===== config.mk =====
export PLATFORM = sky130hd
export DESIGN_NAME = datetime_add_subtract_seconds_core
export DESIGN_NICKNAME = d
export VERILOG_FILES = /design/src/hdl/dtas_pkg.sv /design/src/hdl/dtas_datapath.sv /design/src/hdl/dtas_ctrl.sv /design/src/hdl/datetime_add_subtract_seconds_core.sv
export SDC_FILE = /design/constraint.sdc
export NUM_CORES = 2
export LEC_CHECK = 0
export ABC_AREA = 1
export BUFFER_PORTS_ARGS = -buffer_cell sky130_fd_sc_hd__buf_4
export CORE_UTILIZATION = 60
export CTS_BUF_LIST = sky130_fd_sc_hd__clkbuf_8
export DETAILED_ROUTE_END_ITERATION = 8
export PLACE_DENSITY_LB_ADDON = 0.12
export SYNTH_ARGS = -nofsm -noshare
export SYNTH_HDL_FRONTEND = slang
export SYNTH_SLANG_ARGS = --single-unit

===== constraint.sdc =====
create_clock -name aclk -period 6.6 [get_ports aclk]
set_input_delay 1.65 -clock aclk [delete_from_list [all_inputs] [get_ports aclk]]
set_output_delay 1.65 -clock aclk [all_outputs]
set_load 0.01 [all_outputs]

===== src/hdl/dtas_pkg.sv =====
// shared types, constants and the month length function for the date-time shifter
// no dependencies
`default_nettype none

package dtas_pkg;

    // widths of the internal arithmetic
    localparam int OFF_W  = 33;  // biased seconds offset, always non-negative
    localparam int QD_W   = 16;  // biased day quotient
    localparam int DAYC_W = 18;  // signed day count during the month walk
    localparam int YEAR_W = 14;
    localparam int MON_W  = 4;
    localparam int IDX_W  = 1;
    localparam int YQ_W   = 6;   // year / 400

    // time constants
    localparam logic [OFF_W-1:0] SECS_DAY  = 33'd86400;
    localparam logic [OFF_W-1:0] SECS_HOUR = 33'd3600;
    localparam logic [OFF_W-1:0] SECS_MIN  = 33'd60;

    // offset bias keeps the dividend positive: off + DAY_BIAS days
    // (day is added unshifted, so one day less is folded in here)
    localparam logic [DAYC_W-1:0] DAY_BIAS = 18'd24900;
    localparam logic [OFF_W-1:0]  OFF_BIAS = 33'd2151273600;

    // calendar constants
    localparam logic [YEAR_W-1:0] YEAR_MAX   = 14'd16383;
    localparam logic [YEAR_W-1:0] YEAR_MIN   = 14'd0;
    localparam logic [YEAR_W-1:0] YEAR_CYCLE = 14'd400;
    localparam logic [YEAR_W-1:0] YMOD_LAST  = 14'd399;
    localparam logic [YEAR_W-1:0] CENTURY    = 14'd100;
    localparam logic [MON_W-1:0]  MON_JAN    = 4'd1;
    localparam logic [MON_W-1:0]  MON_FEB    = 4'd2;
    localparam logic [MON_W-1:0]  MON_APR    = 4'd4;
    localparam logic [MON_W-1:0]  MON_JUN    = 4'd6;
    localparam logic [MON_W-1:0]  MON_SEP    = 4'd9;
    localparam logic [MON_W-1:0]  MON_NOV    = 4'd11;
    localparam logic [MON_W-1:0]  MON_DEC    = 4'd12;
    localparam logic [4:0]        DAYS_LONG  = 5'd31;

    // reciprocal dividers: x / (k << p) = ((x >> p) * m) >> s, exact over each operand range
    localparam int          DAY_PRE   = 7;   // 86400 = 675 << 7
    localparam int          DAY_SH    = 36;
    localparam logic [26:0] DAY_RECIP = 27'd101806633;
    localparam int          HR_PRE    = 4;   // 3600 = 225 << 4
    localparam int          HR_SH     = 21;
    localparam logic [13:0] HR_RECIP  = 14'd9321;
    localparam int          MIN_PRE   = 2;   // 60 = 15 << 2
    localparam int          MIN_SH    = 14;
    localparam logic [10:0] MIN_RECIP = 11'd1093;
    localparam int          YR_PRE    = 4;   // 400 = 25 << 4
    localparam int          YR_SH     = 15;
    localparam logic [10:0] YR_RECIP  = 11'd1311;

    // two steps per division: quotient, then remainder
    localparam logic [IDX_W-1:0] STEP_QUO = 1'b1;
    localparam logic [IDX_W-1:0] STEP_REM = 1'b0;

    // opcode
    localparam logic OP_ADD = 1'b0;
    localparam logic OP_SUB = 1'b1;

    // controller to datapath commands
    typedef struct packed {
        logic             load;
        logic             offs;
        logic             div_step;
        logic             ymod_step;
        logic             hrs_step;
        logic             min_step;
        logic             walk;
        logic             out_load;
        logic [IDX_W-1:0] idx;
    } dtas_cmd_t;

    // datapath to controller status
    typedef struct packed {
        logic walk_done;
    } dtas_status_t;

    // days in a month given the leap flag of its year
    function automatic logic [4:0] month_len(input logic [MON_W-1:0] m, input logic leap);
        logic [4:0] len;
        len = DAYS_LONG;
        if (m == MON_FEB) begin
            len = leap ? 5'd29 : 5'd28;
        end else if (m == MON_APR || m == MON_JUN || m == MON_SEP || m == MON_NOV) begin
            len = 5'd30;
        end
        return len;
    endfunction

endpackage

`default_nettype wire


===== src/hdl/dtas_datapath.sv =====
// datapath: input capture, offset sum, reciprocal-multiply dividers,
// year mod 400 tracking, month walk and result registers; uses dtas_pkg
`default_nettype none

module dtas_datapath (
    input  wire                     aclk,
    input  dtas_pkg::dtas_cmd_t     cmd,
    output dtas_pkg::dtas_status_t  status,
    input  wire                     s_opcode,
    input  wire  [4:0]              s_day,
    input  wire  [3:0]              s_month,
    input  wire  [13:0]             s_year,
    input  wire  [4:0]              s_hour,
    input  wire  [5:0]              s_minute,
    input  wire  [5:0]              s_sec,
    input  wire  [30:0]             s_amount,
    output logic [4:0]              m_day_out,
    output logic [3:0]              m_month_out,
    output logic [13:0]             m_year_out,
    output logic [4:0]              m_hour_out,
    output logic [5:0]              m_minute_out,
    output logic [5:0]              m_sec_out,
    output logic                    m_year_saturated
);
    import dtas_pkg::*;

    // captured input word
    logic              op_reg,   op_next;
    logic [4:0]        day_reg,  day_next;
    logic [4:0]        hin_reg,  hin_next;
    logic [5:0]        min_reg,  min_next;
    logic [5:0]        sin_reg,  sin_next;
    logic [30:0]       amt_reg,  amt_next;

    // working state
    logic [MON_W-1:0]  mon_reg,  mon_next;
    logic [YEAR_W-1:0] year_reg, year_next;
    logic [YEAR_W-1:0] ymod_reg, ymod_next;
    logic [YQ_W-1:0]   yq_reg,   yq_next;
    logic [OFF_W-1:0]  rem_reg,  rem_next;
    logic [QD_W-1:0]   qd_reg,   qd_next;
    logic [4:0]        hr_reg,   hr_next;
    logic [5:0]        mi_reg,   mi_next;
    logic [DAYC_W-1:0] q_reg,    q_next;
    logic              sat_hi_reg, sat_hi_next;
    logic              sat_lo_reg, sat_lo_next;

    // result word
    logic [4:0]        od_reg,   od_next;
    logic [3:0]        om_reg,   om_next;
    logic [13:0]       oy_reg,   oy_next;
    logic [4:0]        oh_reg,   oh_next;
    logic [5:0]        omi_reg,  omi_next;
    logic [5:0]        os_reg,   os_next;
    logic              osat_reg, osat_next;

    // combinational helpers
    logic [OFF_W-1:0]  off_base;
    logic [52:0]       dq_prod;
    logic [26:0]       hq_prod;
    logic [20:0]       mq_prod;
    logic [20:0]       yq_prod;
    logic              leap;
    logic              cent;
    logic [4:0]        mlen_cur;
    logic [4:0]        mlen_prev;
    logic              q_neg;
    logic              in_range;
    logic              walk_done;
    logic [MON_W-1:0]  mon_clamp;

    // month clamp on capture
    always_comb begin
        mon_clamp = s_month;
        if (s_month == 4'd0) begin
            mon_clamp = MON_JAN;
        end else if (s_month > MON_DEC) begin
            mon_clamp = MON_DEC;
        end
    end

    // biased offset in seconds before the amount is applied
    assign off_base = OFF_W'(day_reg) * SECS_DAY + OFF_W'(hin_reg) * SECS_HOUR
                    + OFF_W'(min_reg) * SECS_MIN + OFF_W'(sin_reg) + OFF_BIAS;

    // reciprocal products for the day, hour, minute and year quotients
    assign dq_prod = 53'(rem_reg[OFF_W-1:DAY_PRE]) * 53'(DAY_RECIP);
    // remainder below one day fits 17 bits, below one hour 12 bits
    assign hq_prod = 27'(rem_reg[16:HR_PRE]) * 27'(HR_RECIP);
    assign mq_prod = 21'(rem_reg[11:MIN_PRE]) * 21'(MIN_RECIP);
    assign yq_prod = 21'(year_reg[YEAR_W-1:YR_PRE]) * 21'(YR_RECIP);

    // leap rule from year mod 400 and the low year bits
    assign cent = (ymod_reg == YEAR_MIN) || (ymod_reg == CENTURY)
               || (ymod_reg == (CENTURY << 1)) || (ymod_reg == (CENTURY * 14'd3));
    assign leap = (ymod_reg == YEAR_MIN) || (!cent && year_reg[1:0] == 2'b00);

    // month lengths for the forward and backward walk
    assign mlen_cur  = month_len(mon_reg, leap);
    assign mlen_prev = (mon_reg == MON_JAN) ? DAYS_LONG : month_len(mon_reg - 4'd1, leap);
    assign q_neg     = q_reg[DAYC_W-1];
    assign in_range  = !q_neg && (q_reg < DAYC_W'(mlen_cur));
    assign walk_done = sat_hi_reg || sat_lo_reg || in_range;
    assign status.walk_done = walk_done;

    // next state of the datapath
    always_comb begin
        op_next     = op_reg;
        day_next    = day_reg;
        hin_next    = hin_reg;
        min_next    = min_reg;
        sin_next    = sin_reg;
        amt_next    = amt_reg;
        mon_next    = mon_reg;
        year_next   = year_reg;
        ymod_next   = ymod_reg;
        yq_next     = yq_reg;
        rem_next    = rem_reg;
        qd_next     = qd_reg;
        hr_next     = hr_reg;
        mi_next     = mi_reg;
        q_next      = q_reg;
        sat_hi_next = sat_hi_reg;
        sat_lo_next = sat_lo_reg;
        od_next     = od_reg;
        om_next     = om_reg;
        oy_next     = oy_reg;
        oh_next     = oh_reg;
        omi_next    = omi_reg;
        os_next     = os_reg;
        osat_next   = osat_reg;

        // capture the input word
        if (cmd.load) begin
            op_next     = s_opcode;
            day_next    = s_day;
            hin_next    = s_hour;
            min_next    = s_minute;
            sin_next    = s_sec;
            amt_next    = s_amount;
            mon_next    = mon_clamp;
            year_next   = s_year;
            ymod_next   = s_year;
            sat_hi_next = 1'b0;
            sat_lo_next = 1'b0;
        end

        // apply the amount
        if (cmd.offs) begin
            rem_next = (op_reg == OP_SUB) ? off_base - OFF_W'(amt_reg)
                                          : off_base + OFF_W'(amt_reg);
        end

        // whole days, then seconds left in the day
        if (cmd.div_step) begin
            if (cmd.idx == STEP_QUO) begin
                qd_next = dq_prod[DAY_SH +: QD_W];
            end else begin
                rem_next = rem_reg - OFF_W'(qd_reg) * SECS_DAY;
            end
        end

        // year mod 400
        if (cmd.ymod_step) begin
            if (cmd.idx == STEP_QUO) begin
                yq_next = yq_prod[YR_SH +: YQ_W];
            end else begin
                ymod_next = year_reg - YEAR_W'(yq_reg) * YEAR_CYCLE;
            end
        end

        // hours, then seconds left in the hour
        if (cmd.hrs_step) begin
            q_next = DAYC_W'(qd_reg) - DAY_BIAS;
            if (cmd.idx == STEP_QUO) begin
                hr_next = hq_prod[HR_SH +: 5];
            end else begin
                rem_next = rem_reg - OFF_W'(hr_reg) * SECS_HOUR;
            end
        end

        // minutes, then seconds left in the minute
        if (cmd.min_step) begin
            if (cmd.idx == STEP_QUO) begin
                mi_next = mq_prod[MIN_SH +: 6];
            end else begin
                rem_next = rem_reg - OFF_W'(mi_reg) * SECS_MIN;
            end
        end

        // one month per cycle
        if (cmd.walk && !walk_done) begin
            if (!q_neg) begin
                q_next = q_reg - DAYC_W'(mlen_cur);
                if (mon_reg == MON_DEC) begin
                    if (year_reg >= YEAR_MAX) begin
                        sat_hi_next = 1'b1;
                    end else begin
                        mon_next  = MON_JAN;
                        year_next = year_reg + 14'd1;
                        ymod_next = (ymod_reg == YMOD_LAST) ? YEAR_MIN : ymod_reg + 14'd1;
                    end
                end else begin
                    mon_next = mon_reg + 4'd1;
                end
            end else begin
                if (mon_reg == MON_JAN) begin
                    if (year_reg == YEAR_MIN) begin
                        sat_lo_next = 1'b1;
                    end else begin
                        mon_next  = MON_DEC;
                        year_next = year_reg - 14'd1;
                        ymod_next = (ymod_reg == YEAR_MIN) ? YMOD_LAST : ymod_reg - 14'd1;
                        q_next    = q_reg + DAYC_W'(DAYS_LONG);
                    end
                end else begin
                    mon_next = mon_reg - 4'd1;
                    q_next   = q_reg + DAYC_W'(mlen_prev);
                end
            end
        end

        // result word, saturated values override
        if (cmd.out_load) begin
            if (sat_hi_reg) begin
                od_next   = DAYS_LONG;
                om_next   = MON_DEC;
                oy_next   = YEAR_MAX;
                oh_next   = 5'd23;
                omi_next  = 6'd59;
                os_next   = 6'd59;
                osat_next = 1'b1;
            end else if (sat_lo_reg) begin
                od_next   = 5'd1;
                om_next   = MON_JAN;
                oy_next   = YEAR_MIN;
                oh_next   = 5'd0;
                omi_next  = 6'd0;
                os_next   = 6'd0;
                osat_next = 1'b1;
            end else begin
                od_next   = q_reg[4:0] + 5'd1;
                om_next   = mon_reg;
                oy_next   = year_reg;
                oh_next   = hr_reg;
                omi_next  = mi_reg;
                os_next   = rem_reg[5:0];
                osat_next = 1'b0;
            end
        end
    end

    // registers
    always_ff @(posedge aclk) begin
        op_reg     <= op_next;
        day_reg    <= day_next;
        hin_reg    <= hin_next;
        min_reg    <= min_next;
        sin_reg    <= sin_next;
        amt_reg    <= amt_next;
        mon_reg    <= mon_next;
        year_reg   <= year_next;
        ymod_reg   <= ymod_next;
        yq_reg     <= yq_next;
        rem_reg    <= rem_next;
        qd_reg     <= qd_next;
        hr_reg     <= hr_next;
        mi_reg     <= mi_next;
        q_reg      <= q_next;
        sat_hi_reg <= sat_hi_next;
        sat_lo_reg <= sat_lo_next;
        od_reg     <= od_next;
        om_reg     <= om_next;
        oy_reg     <= oy_next;
        oh_reg     <= oh_next;
        omi_reg    <= omi_next;
        os_reg     <= os_next;
        osat_reg   <= osat_next;
    end

    // result ports
    assign m_day_out        = od_reg;
    assign m_month_out      = om_reg;
    assign m_year_out       = oy_reg;
    assign m_hour_out       = oh_reg;
    assign m_minute_out     = omi_reg;
    assign m_sec_out        = os_reg;
    assign m_year_saturated = osat_reg;

endmodule

`default_nettype wire


===== src/hdl/dtas_ctrl.sv =====
// controller: sequences capture, offset, division, time split and month walk,
// and owns both handshakes; uses dtas_pkg
`default_nettype none

module dtas_ctrl (
    input  wire                     aclk,
    input  wire                     aresetn,
    input  wire                     s_valid,
    output logic                    s_ready,
    output logic                    m_valid,
    input  wire                     m_ready,
    output dtas_pkg::dtas_cmd_t     cmd,
    input  dtas_pkg::dtas_status_t  status
);
    import dtas_pkg::*;

    localparam logic [2:0] ST_IDLE = 3'd0;
    localparam logic [2:0] ST_OFFS = 3'd1;
    localparam logic [2:0] ST_DIV  = 3'd2;
    localparam logic [2:0] ST_HRS  = 3'd3;
    localparam logic [2:0] ST_MIN  = 3'd4;
    localparam logic [2:0] ST_WALK = 3'd5;
    localparam logic [2:0] ST_DONE = 3'd6;

    logic [2:0]       state_reg, state_next;
    logic [IDX_W-1:0] cnt_reg,   cnt_next;
    logic             mv_reg,    mv_next;
    logic             out_free;

    assign s_ready  = (state_reg == ST_IDLE);
    assign m_valid  = mv_reg;
    assign out_free = !mv_reg || m_ready;

    // sequencing and commands
    always_comb begin
        state_next = state_reg;
        cnt_next   = cnt_reg;
        cmd        = '0;
        cmd.idx    = cnt_reg;
        case (state_reg)
            ST_IDLE: begin
                if (s_valid) begin
                    cmd.load   = 1'b1;
                    state_next = ST_OFFS;
                end
            end
            ST_OFFS: begin
                cmd.offs   = 1'b1;
                cnt_next   = STEP_QUO;
                state_next = ST_DIV;
            end
            ST_DIV: begin
                cmd.div_step  = 1'b1;
                cmd.ymod_step = 1'b1;
                if (cnt_reg == STEP_REM) begin
                    cnt_next   = STEP_QUO;
                    state_next = ST_HRS;
                end else begin
                    cnt_next = STEP_REM;
                end
            end
            ST_HRS: begin
                cmd.hrs_step = 1'b1;
                if (cnt_reg == STEP_REM) begin
                    cnt_next   = STEP_QUO;
                    state_next = ST_MIN;
                end else begin
                    cnt_next = STEP_REM;
                end
            end
            ST_MIN: begin
                cmd.min_step = 1'b1;
                if (cnt_reg == STEP_REM) begin
                    state_next = ST_WALK;
                end else begin
                    cnt_next = STEP_REM;
                end
            end
            ST_WALK: begin
                cmd.walk = 1'b1;
                if (status.walk_done) begin
                    state_next = ST_DONE;
                end
            end
            ST_DONE: begin
                if (out_free) begin
                    cmd.out_load = 1'b1;
                    state_next   = ST_IDLE;
                end
            end
            default: begin
                state_next = ST_IDLE;
            end
        endcase
    end

    // output valid
    always_comb begin
        mv_next = mv_reg;
        if (cmd.out_load) begin
            mv_next = 1'b1;
        end else if (m_ready) begin
            mv_next = 1'b0;
        end
    end

    always_ff @(posedge aclk) begin
        if (!aresetn) begin
            state_reg <= ST_IDLE;
            cnt_reg   <= '0;
            mv_reg    <= 1'b0;
        end else begin
            state_reg <= state_next;
            cnt_reg   <= cnt_next;
            mv_reg    <= mv_next;
        end
    end

endmodule

`default_nettype wire


===== src/hdl/datetime_add_subtract_seconds_core.sv =====
// Gregorian date-time shifter: adds or subtracts seconds from a date and time.
// The controller steps through capture, offset sum, day and year division, the hour
// and minute split and a month-by-month day carry, whose length varies with the amount.
// One word is in flight at a time; a new word is taken while the previous
// result still waits in the output register. Reset clears the controller and
// output valid; the datapath registers hold no reset.
// Depends on dtas_pkg, dtas_ctrl and dtas_datapath.
`default_nettype none

module datetime_add_subtract_seconds_core (
    input  wire         aclk,
    input  wire         aresetn,
    input  wire         s_valid,
    output logic        s_ready,
    input  wire         s_opcode,
    input  wire  [4:0]  s_day,
    input  wire  [3:0]  s_month,
    input  wire  [13:0] s_year,
    input  wire  [4:0]  s_hour,
    input  wire  [5:0]  s_minute,
    input  wire  [5:0]  s_sec,
    input  wire  [30:0] s_amount,
    output logic        m_valid,
    input  wire         m_ready,
    output logic [4:0]  m_day_out,
    output logic [3:0]  m_month_out,
    output logic [13:0] m_year_out,
    output logic [4:0]  m_hour_out,
    output logic [5:0]  m_minute_out,
    output logic [5:0]  m_sec_out,
    output logic        m_year_saturated
);
    import dtas_pkg::*;

    dtas_cmd_t    cmd;
    dtas_status_t status;

    // sequencing and handshakes
    dtas_ctrl u_ctrl (
        .aclk    (aclk),
        .aresetn (aresetn),
        .s_valid (s_valid),
        .s_ready (s_ready),
        .m_valid (m_valid),
        .m_ready (m_ready),
        .cmd     (cmd),
        .status  (status)
    );

    // arithmetic and result registers
    dtas_datapath u_datapath (
        .aclk             (aclk),
        .cmd              (cmd),
        .status           (status),
        .s_opcode         (s_opcode),
        .s_day            (s_day),
        .s_month          (s_month),
        .s_year           (s_year),
        .s_hour           (s_hour),
        .s_minute         (s_minute),
        .s_sec            (s_sec),
        .s_amount         (s_amount),
        .m_day_out        (m_day_out),
        .m_month_out      (m_month_out),
        .m_year_out       (m_year_out),
        .m_hour_out       (m_hour_out),
        .m_minute_out     (m_minute_out),
        .m_sec_out        (m_sec_out),
        .m_year_saturated (m_year_saturated)
    );

endmodule

`default_nettype wire


Yosys cells after proc, flatten, opt, wreduce, memory -nomap -nowiden

Index checks and enable logic that the tools add are counted.

Bits in registers: 218
Output and inout port bits: 43
Input bits: 76

Multiplexer cells: 83
Equality and inequality tests: 28
Order comparisons: 3
Reduce and logical (&&, ||, !) cells: 34
Multipliers: 11
Add/subtract/negate cells: 21

Operator list:

| cell                                                                  | number |
|---|---|
| 14-bit 2-to-1 mux                                                     | 19 |
| 33-bit 2-to-1 mux                                                     | 8 |
| 18-bit 2-to-1 mux                                                     | 5 |
| 26-bit by 27-bit multiplier with 52-bit output, second input constant | 1 |
| 4-bit 2-to-1 mux                                                      | 10 |
| 33-bit by 12-bit adder with 33-bit output                             | 1 |
| 33-bit by 31-bit adder with 33-bit output                             | 1 |
| 33-bit by 32-bit adder with 33-bit output, second input constant      | 1 |
| 33-bit by 6-bit adder with 33-bit output                              | 1 |
| 33-bit by 12-bit subtractor with 33-bit output                        | 1 |
| 33-bit by 17-bit subtractor with 33-bit output                        | 1 |
| 33-bit by 31-bit subtractor with 33-bit output                        | 1 |
| 33-bit subtractor                                                     | 1 |
| 14-bit by 1-bit adder with 14-bit output, second input constant       | 2 |
| 14-bit by 9-bit == test with 1-bit output, second input constant      | 2 |
| 14-bit logical NOT                                                    | 2 |
| 14-bit by 1-bit subtractor with 14-bit output, second input constant  | 2 |
| 13-bit by 14-bit multiplier with 26-bit output, second input constant | 1 |
| 16-bit by 10-bit multiplier with 26-bit output, second input constant | 1 |
| 5-bit by 8-bit multiplier with 13-bit output, second input constant   | 2 |
| 1-bit 2-to-1 mux                                                      | 25 |
| 5-bit 2-to-1 mux                                                      | 5 |
| 22-bit by 17-bit adder with 23-bit output                             | 1 |
| 10-bit by 11-bit multiplier with 21-bit output, second input constant | 1 |
| 42 further kinds                                                      | 85 |

Logic depth before layout (Yosys ltp)

Depth after elaboration: 15
Mapped depth: 51
Gate-level depth less buffers: 51

Hierarchy

Synthesis repeated with hierarchy kept, for this count alone.

Cell total of the unflattened synthesis: 4981
Area total of the unflattened synthesis: 39980.8 sq um

By module, submodules not included:

| module        | times used | area an instance (sq um) | cells an instance | sequential area each (sq um) |
|---|---|---|---|---|
| dtas_datapath | 1          | 39611.7                  | 4917              | 5565.3 |
| dtas_ctrl     | 1          | 369.1                    | 64                | 100.1 |

Least setup slack after synthesis

No wires, ideal clock.

Path type: register -> register
From: reg u_datapath.hin_reg[3]
To: reg u_datapath.rem_reg[32]
Stages on the path, launching flop included: 42
Required time: 6.484 ns
Arrival: 6.253 ns
Path buffers: 0
Slack: 0.231 ns
Clock period less this slack: 6.369 ns
Path through: edfxtp_1 > inv_1 > fa_1 > inv_1 > ha_1 > ha_1 > ha_1 > nand2_1 > nor2_1 > a211oi_1 > o21bai_1 > a21oi_1 > xor2_1 > inv_1 > ha_1 > inv_1 > o21ai_0 > a31oi_1 > (+6 left out) > a21oi_1 > nor2_1 > nor2_1 > o21ai_0 > ha_1 > a21oi_1 > o21ai_0 > a21o_1 > a31oi_1 > nor2_1 > nand2_1 > nand2_1 > nand2_1 > nand3_1 > nand2_1 > nand3_1 > nand2_1 > nand2_1

Word-level cells in the longest chain between the ends: 14

RTL lines:

| what                                                                                                        | line                                       | source |
|---|---|---|
| start: declaration                                                                                          | dtas_datapath.sv:30                        | `logic [4:0] hin_reg, hin_next;` |
| start signal: assignment                                                                                    | dtas_datapath.sv:257                       | `hin_reg <= hin_next;` |
| 5-bit by 8-bit multiplier with 13-bit output *                                                              | dtas_datapath.sv:83                        | `assign off_base = OFF_W'(day_reg) * SECS_DAY + OFF_W'(hin_reg) * SECS_HOUR` |
| 22-bit by 17-bit adder with 23-bit output *                                                                 | dtas_datapath.sv:83                        |  |
| 33-bit by 12-bit adder with 33-bit output *                                                                 | dtas_datapath.sv:84                        | `+ OFF_W'(min_reg) * SECS_MIN + OFF_W'(sin_reg) + OFF_BIAS;` |
| 33-bit by 6-bit adder with 33-bit output *                                                                  | dtas_datapath.sv:84                        |  |
| 33-bit by 32-bit adder with 33-bit output *                                                                 | dtas_datapath.sv:84                        |  |
| 33-bit by 31-bit adder with 33-bit output or 33-bit by 31-bit subtractor with 33-bit output (tied branches) | dtas_datapath.sv:151, dtas_datapath.sv:150 |  |
| 33-bit 2-to-1 mux *                                                                                         | dtas_datapath.sv:150                       | `rem_next = (op_reg == OP_SUB) ? off_base - OFF_W'(amt_reg)` |
| 33-bit 2-to-1 mux *                                                                                         | dtas_datapath.sv:149                       | `if (cmd.offs) begin` |
| 33-bit 2-to-1 mux                                                                                           | dtas_datapath.sv:156                       | `if (cmd.idx == STEP_QUO) begin` |
| 33-bit 2-to-1 mux *                                                                                         | dtas_datapath.sv:155                       | `if (cmd.div_step) begin` |
| 33-bit 2-to-1 mux                                                                                           | dtas_datapath.sv:175                       | `if (cmd.idx == STEP_QUO) begin` |
| 33-bit 2-to-1 mux *                                                                                         | dtas_datapath.sv:173                       | `if (cmd.hrs_step) begin` |
| 33-bit 2-to-1 mux                                                                                           | dtas_datapath.sv:184                       | `if (cmd.idx == STEP_QUO) begin` |
| 33-bit 2-to-1 mux *                                                                                         | dtas_datapath.sv:183                       | `if (cmd.min_step) begin` |
| via u_datapath.rem_next[32]                                                                                 | dtas_datapath.sv:40                        | `logic [OFF_W-1:0] rem_reg, rem_next;` |
| end signal: assignment                                                                                      | dtas_datapath.sv:265                       | `rem_reg <= rem_next;` |
| end: declaration                                                                                            | dtas_datapath.sv:40                        |  |

Mark *: on every way through the listed nets, which the timed path passes. The rest lies on a longest branch.
A chain may end at the register's enable or synchronous reset.

Worst setup path in the final report

From: reg u_datapath.rem_reg[20]
To: reg u_datapath.qd_reg[10] (data pin)

Word-level cells in the longest chain between the ends: 1

RTL lines:

| what                                           | line                 | source |
|---|---|---|
| 26-bit by 27-bit multiplier with 52-bit output | dtas_datapath.sv:87  | `assign dq_prod = 53'(rem_reg[OFF_W-1:DAY_PRE]) * 53'(DAY_RECIP);` |
| via u_datapath.dq_prod[46]                     | dtas_datapath.sv:59  | `logic [52:0] dq_prod;` |
| end signal: assignment                         | dtas_datapath.sv:266 | `qd_reg <= qd_next;` |
| end: declaration                               | dtas_datapath.sv:41  | `logic [QD_W-1:0] qd_reg, qd_next;` |

The timed path passes the listed nets, and every way through them passes these cells.

==> run metrics <==
outcome completed; post-layout instance area 44190 µm²; max_slew headroom 0.3225; Max Cap Violations 0; post-synthesis cell count 5020; CP Capture Type register; post-cts hold buffer count 0; # fillers 5476; kind of critical path reg2reg; CP cell instances inv_1 > ha_1 > ha_1 > inv_1 > fa_1 > inv_1 > fa_1 > inv_1 > fa_1 > inv_1 > fa_1 > fa_1 > ha_1 > a21oi_1 > o21ai_0 > a31oi_1 > o2111ai_2 > nand2_1 > o211ai_1 > a21oi_1 > xnor2_1 > buf_4; core area 64810 µm²; chip height 259.0 µm; pins over their slew limit 0; initial antenna violation count 2; Layout area overhead 11.56%; startpoint types register; vias in the first global route 34430; H-tree levels 2; Buf+Inv Stages, Crit Path 6; layout cells sized above 1 0.09303; critical path arrival 6750 ps; Mapped Area 39620 µm²; Starting Density 0.6112; post-DP HPWL 95.48 mm; Final ANT Viol Nets 0; TritonCTS clock tree built; Synth top area share 0.2612; vias 35210; DR WL/cell 18.47 µm; Synth Register Bits 218; I/O pins 119; Worst Clk Skew 44.74 ps; r2r setup slk 240 ps; CP max FO 8; syn avg cell area 7.892 µm²; area leader, netlist ha_1; starting DRC count in detailed routing 2772; # clock sinks 218; Ys Warns 0; GRT Total Usage 0.3445; clk_lat worst skew 660 ps; drt first pass iters 7; Slew @ Worst Pin 1015 ps; first-pass GRT wire length 182.1 mm; number of synthesized flops with an enable pin 130; Num CTS Buffers 43; top post-synthesis cells by area ha_1 26%, fa_1 16%, edfxtp_1 9.9%; Seq/Total Area, Yosys 0.1430; Final setup viols 0; Worst Hold Slack 541.5 ps; WL final 114.7 mm; max reg flops 33; final hold vios 0; cell at the root of the clock tree clkbuf_8; asr flop ratio synth 0; Clock Tree Buf Depth 3; Rows 93; Worst-path clk slew 70 ps; post-placement cell area 42770 µm²; Syn Nets 6242; detailed-route vias per instance 5.670; most frequent cells in the layout 1025 x inv_1, 807 x ha_1, 713 x nand2_1; Hold Crit Class reg2reg; unrepaired setup endpoints after global routing yes; most common cell after layout, fill and taps aside inv_1; f_max 157.2 MHz; Final min period 6361 ps; Distinct cells, synth 57; grt ovf 0; CP peak stage delay 590 ps; NumNets Final 6541; die area 67060 µm²; gpl congestion 1.011; largest net degree at the start of global routing 55; CP Data Required Time 6990 ps; Port Buffers 118; Worst path slowest cell dfxtp_1; CP top delay family adder cells; Die Wd 259.0 µm; Most used DFF post-synth edfxtp_1; Period Utilization, post-route 0.9637; DRC Markers 0
==> timing repair <==
| item | CTS | global route |
|---|---|---|
| gates resized for setup | 10 | 106 |
| buffers inserted | 0 | 13 |
| pin swaps | 5 | 40 |
| setup endpoints to repair | 11 | 23 |
==> layout make-up <==
type                            instances  area, µm²  area share
Multi-Input combinational cell       3712      30400      0.6879
Clock buffer                           45      619.3     0.01401
Inverter                             1024       3845     0.08700
Antenna cell                            1      2.502  0.00005662
Sequential cell                       218       5670      0.1283
Clock inverter                         34      172.7    0.003907
Timing Repair Buffer                  320       2415     0.05464
Tap cell                              855       1070     0.02421
==> worst register-to-register path: stages, from the launching register on <==
cell	delay [ps]
dfxtp_1	590
inv_1	210
ha_1	460
ha_1	210
inv_1	50
fa_1	480
inv_1	50
fa_1	470
inv_1	50
fa_1	530
inv_1	60
fa_1	500
fa_1	530
ha_1	340
a21oi_1	210
o21ai_0	130
a31oi_1	210
o2111ai_2	190
nand2_1	100
o211ai_1	220
a21oi_1	250
xnor2_1	110
buf_4	170
==> logic make-up after synthesis <==
kind of cell,count (synthesis),share of synthesized area
compound gates,939,0.1327
xor+xnor,231,0.05107
flops,218,0.1430
simple gates,1395,0.1470
mux,1,0.0002527
fa+ha+maj,1146,0.4224
buf+inv,1090,0.1035
==> per-stage QoR <==
step | setup TNS [ps] | worst slack (ps) | utilization | std cells
2_1_floorplan | 0 | 230.7 | - | 5020
3_3_place_gp | -25.69 | -21.40 | 0.6599 | 6116
3_5_place_dp | -1138 | -207.7 | 0.6599 | 6116
4_1_cts | 0 | 40.33 | 0.6730 | 6195
5_1_grt | -1060 | -173.1 | 0.6819 | 6209
6_report | 0 | 239.3 | 0.6819 | 6209
==> synth_stat cells (7+ instances only) <==
cell / count
edfxtp_1: 130
o32ai_1: 7
o221ai_1: 13
o21ai_0: 345
a21o_1: 16
a21boi_0: 7
ha_1: 827
clkbuf_1: 58
xor2_1: 168
xnor2_1: 63
nor3_1: 68
inv_1: 1010
a211oi_1: 8
o22ai_1: 26
o21a_1: 8
fa_1: 319
nand4_1: 43
buf_2: 7
nor2_1: 325
o21bai_1: 14
o31ai_1: 10
inv_2: 11
nor4_1: 12
dfxtp_1: 88
o211ai_1: 41
o21ai_1: 26
a31oi_1: 42
or2_2: 15
a21oi_1: 340
nand3_1: 183
nand2_1: 726
==> worst paths after layout <==
| kind | from | cells past startpoint | end |
|---|---|---|---|
| max | u_datapath.rem_reg[20]$_DFF_P_ | 22 | u_datapath.qd_reg[10]$_DFFE_PP_ |
| max reg2reg | u_datapath.rem_reg[20]$_DFF_P_ | 22 | u_datapath.qd_reg[10]$_DFFE_PP_ |
| min reg2reg | u_datapath.sat_lo_reg$_DFF_P_ | 2 | u_datapath.m_day_out[0]$_SDFFCE_PP1P_ |
| min | u_datapath.sat_lo_reg$_DFF_P_ | 2 | u_datapath.m_day_out[0]$_SDFFCE_PP1P_ |
==> routing by layer <==
layer	global-route usage	up-vias	wire length, µm
met1	0.4488	16600	48240
met3	0.04491	282	7516
li1	-	17170	-
met2	0.5686	1151	53080
met4	0.1586	2	5803
met5	0	-	13
Power is not shown: default switching activity piles up to over one toggle a cycle in this logic, so the estimate is an artifact.
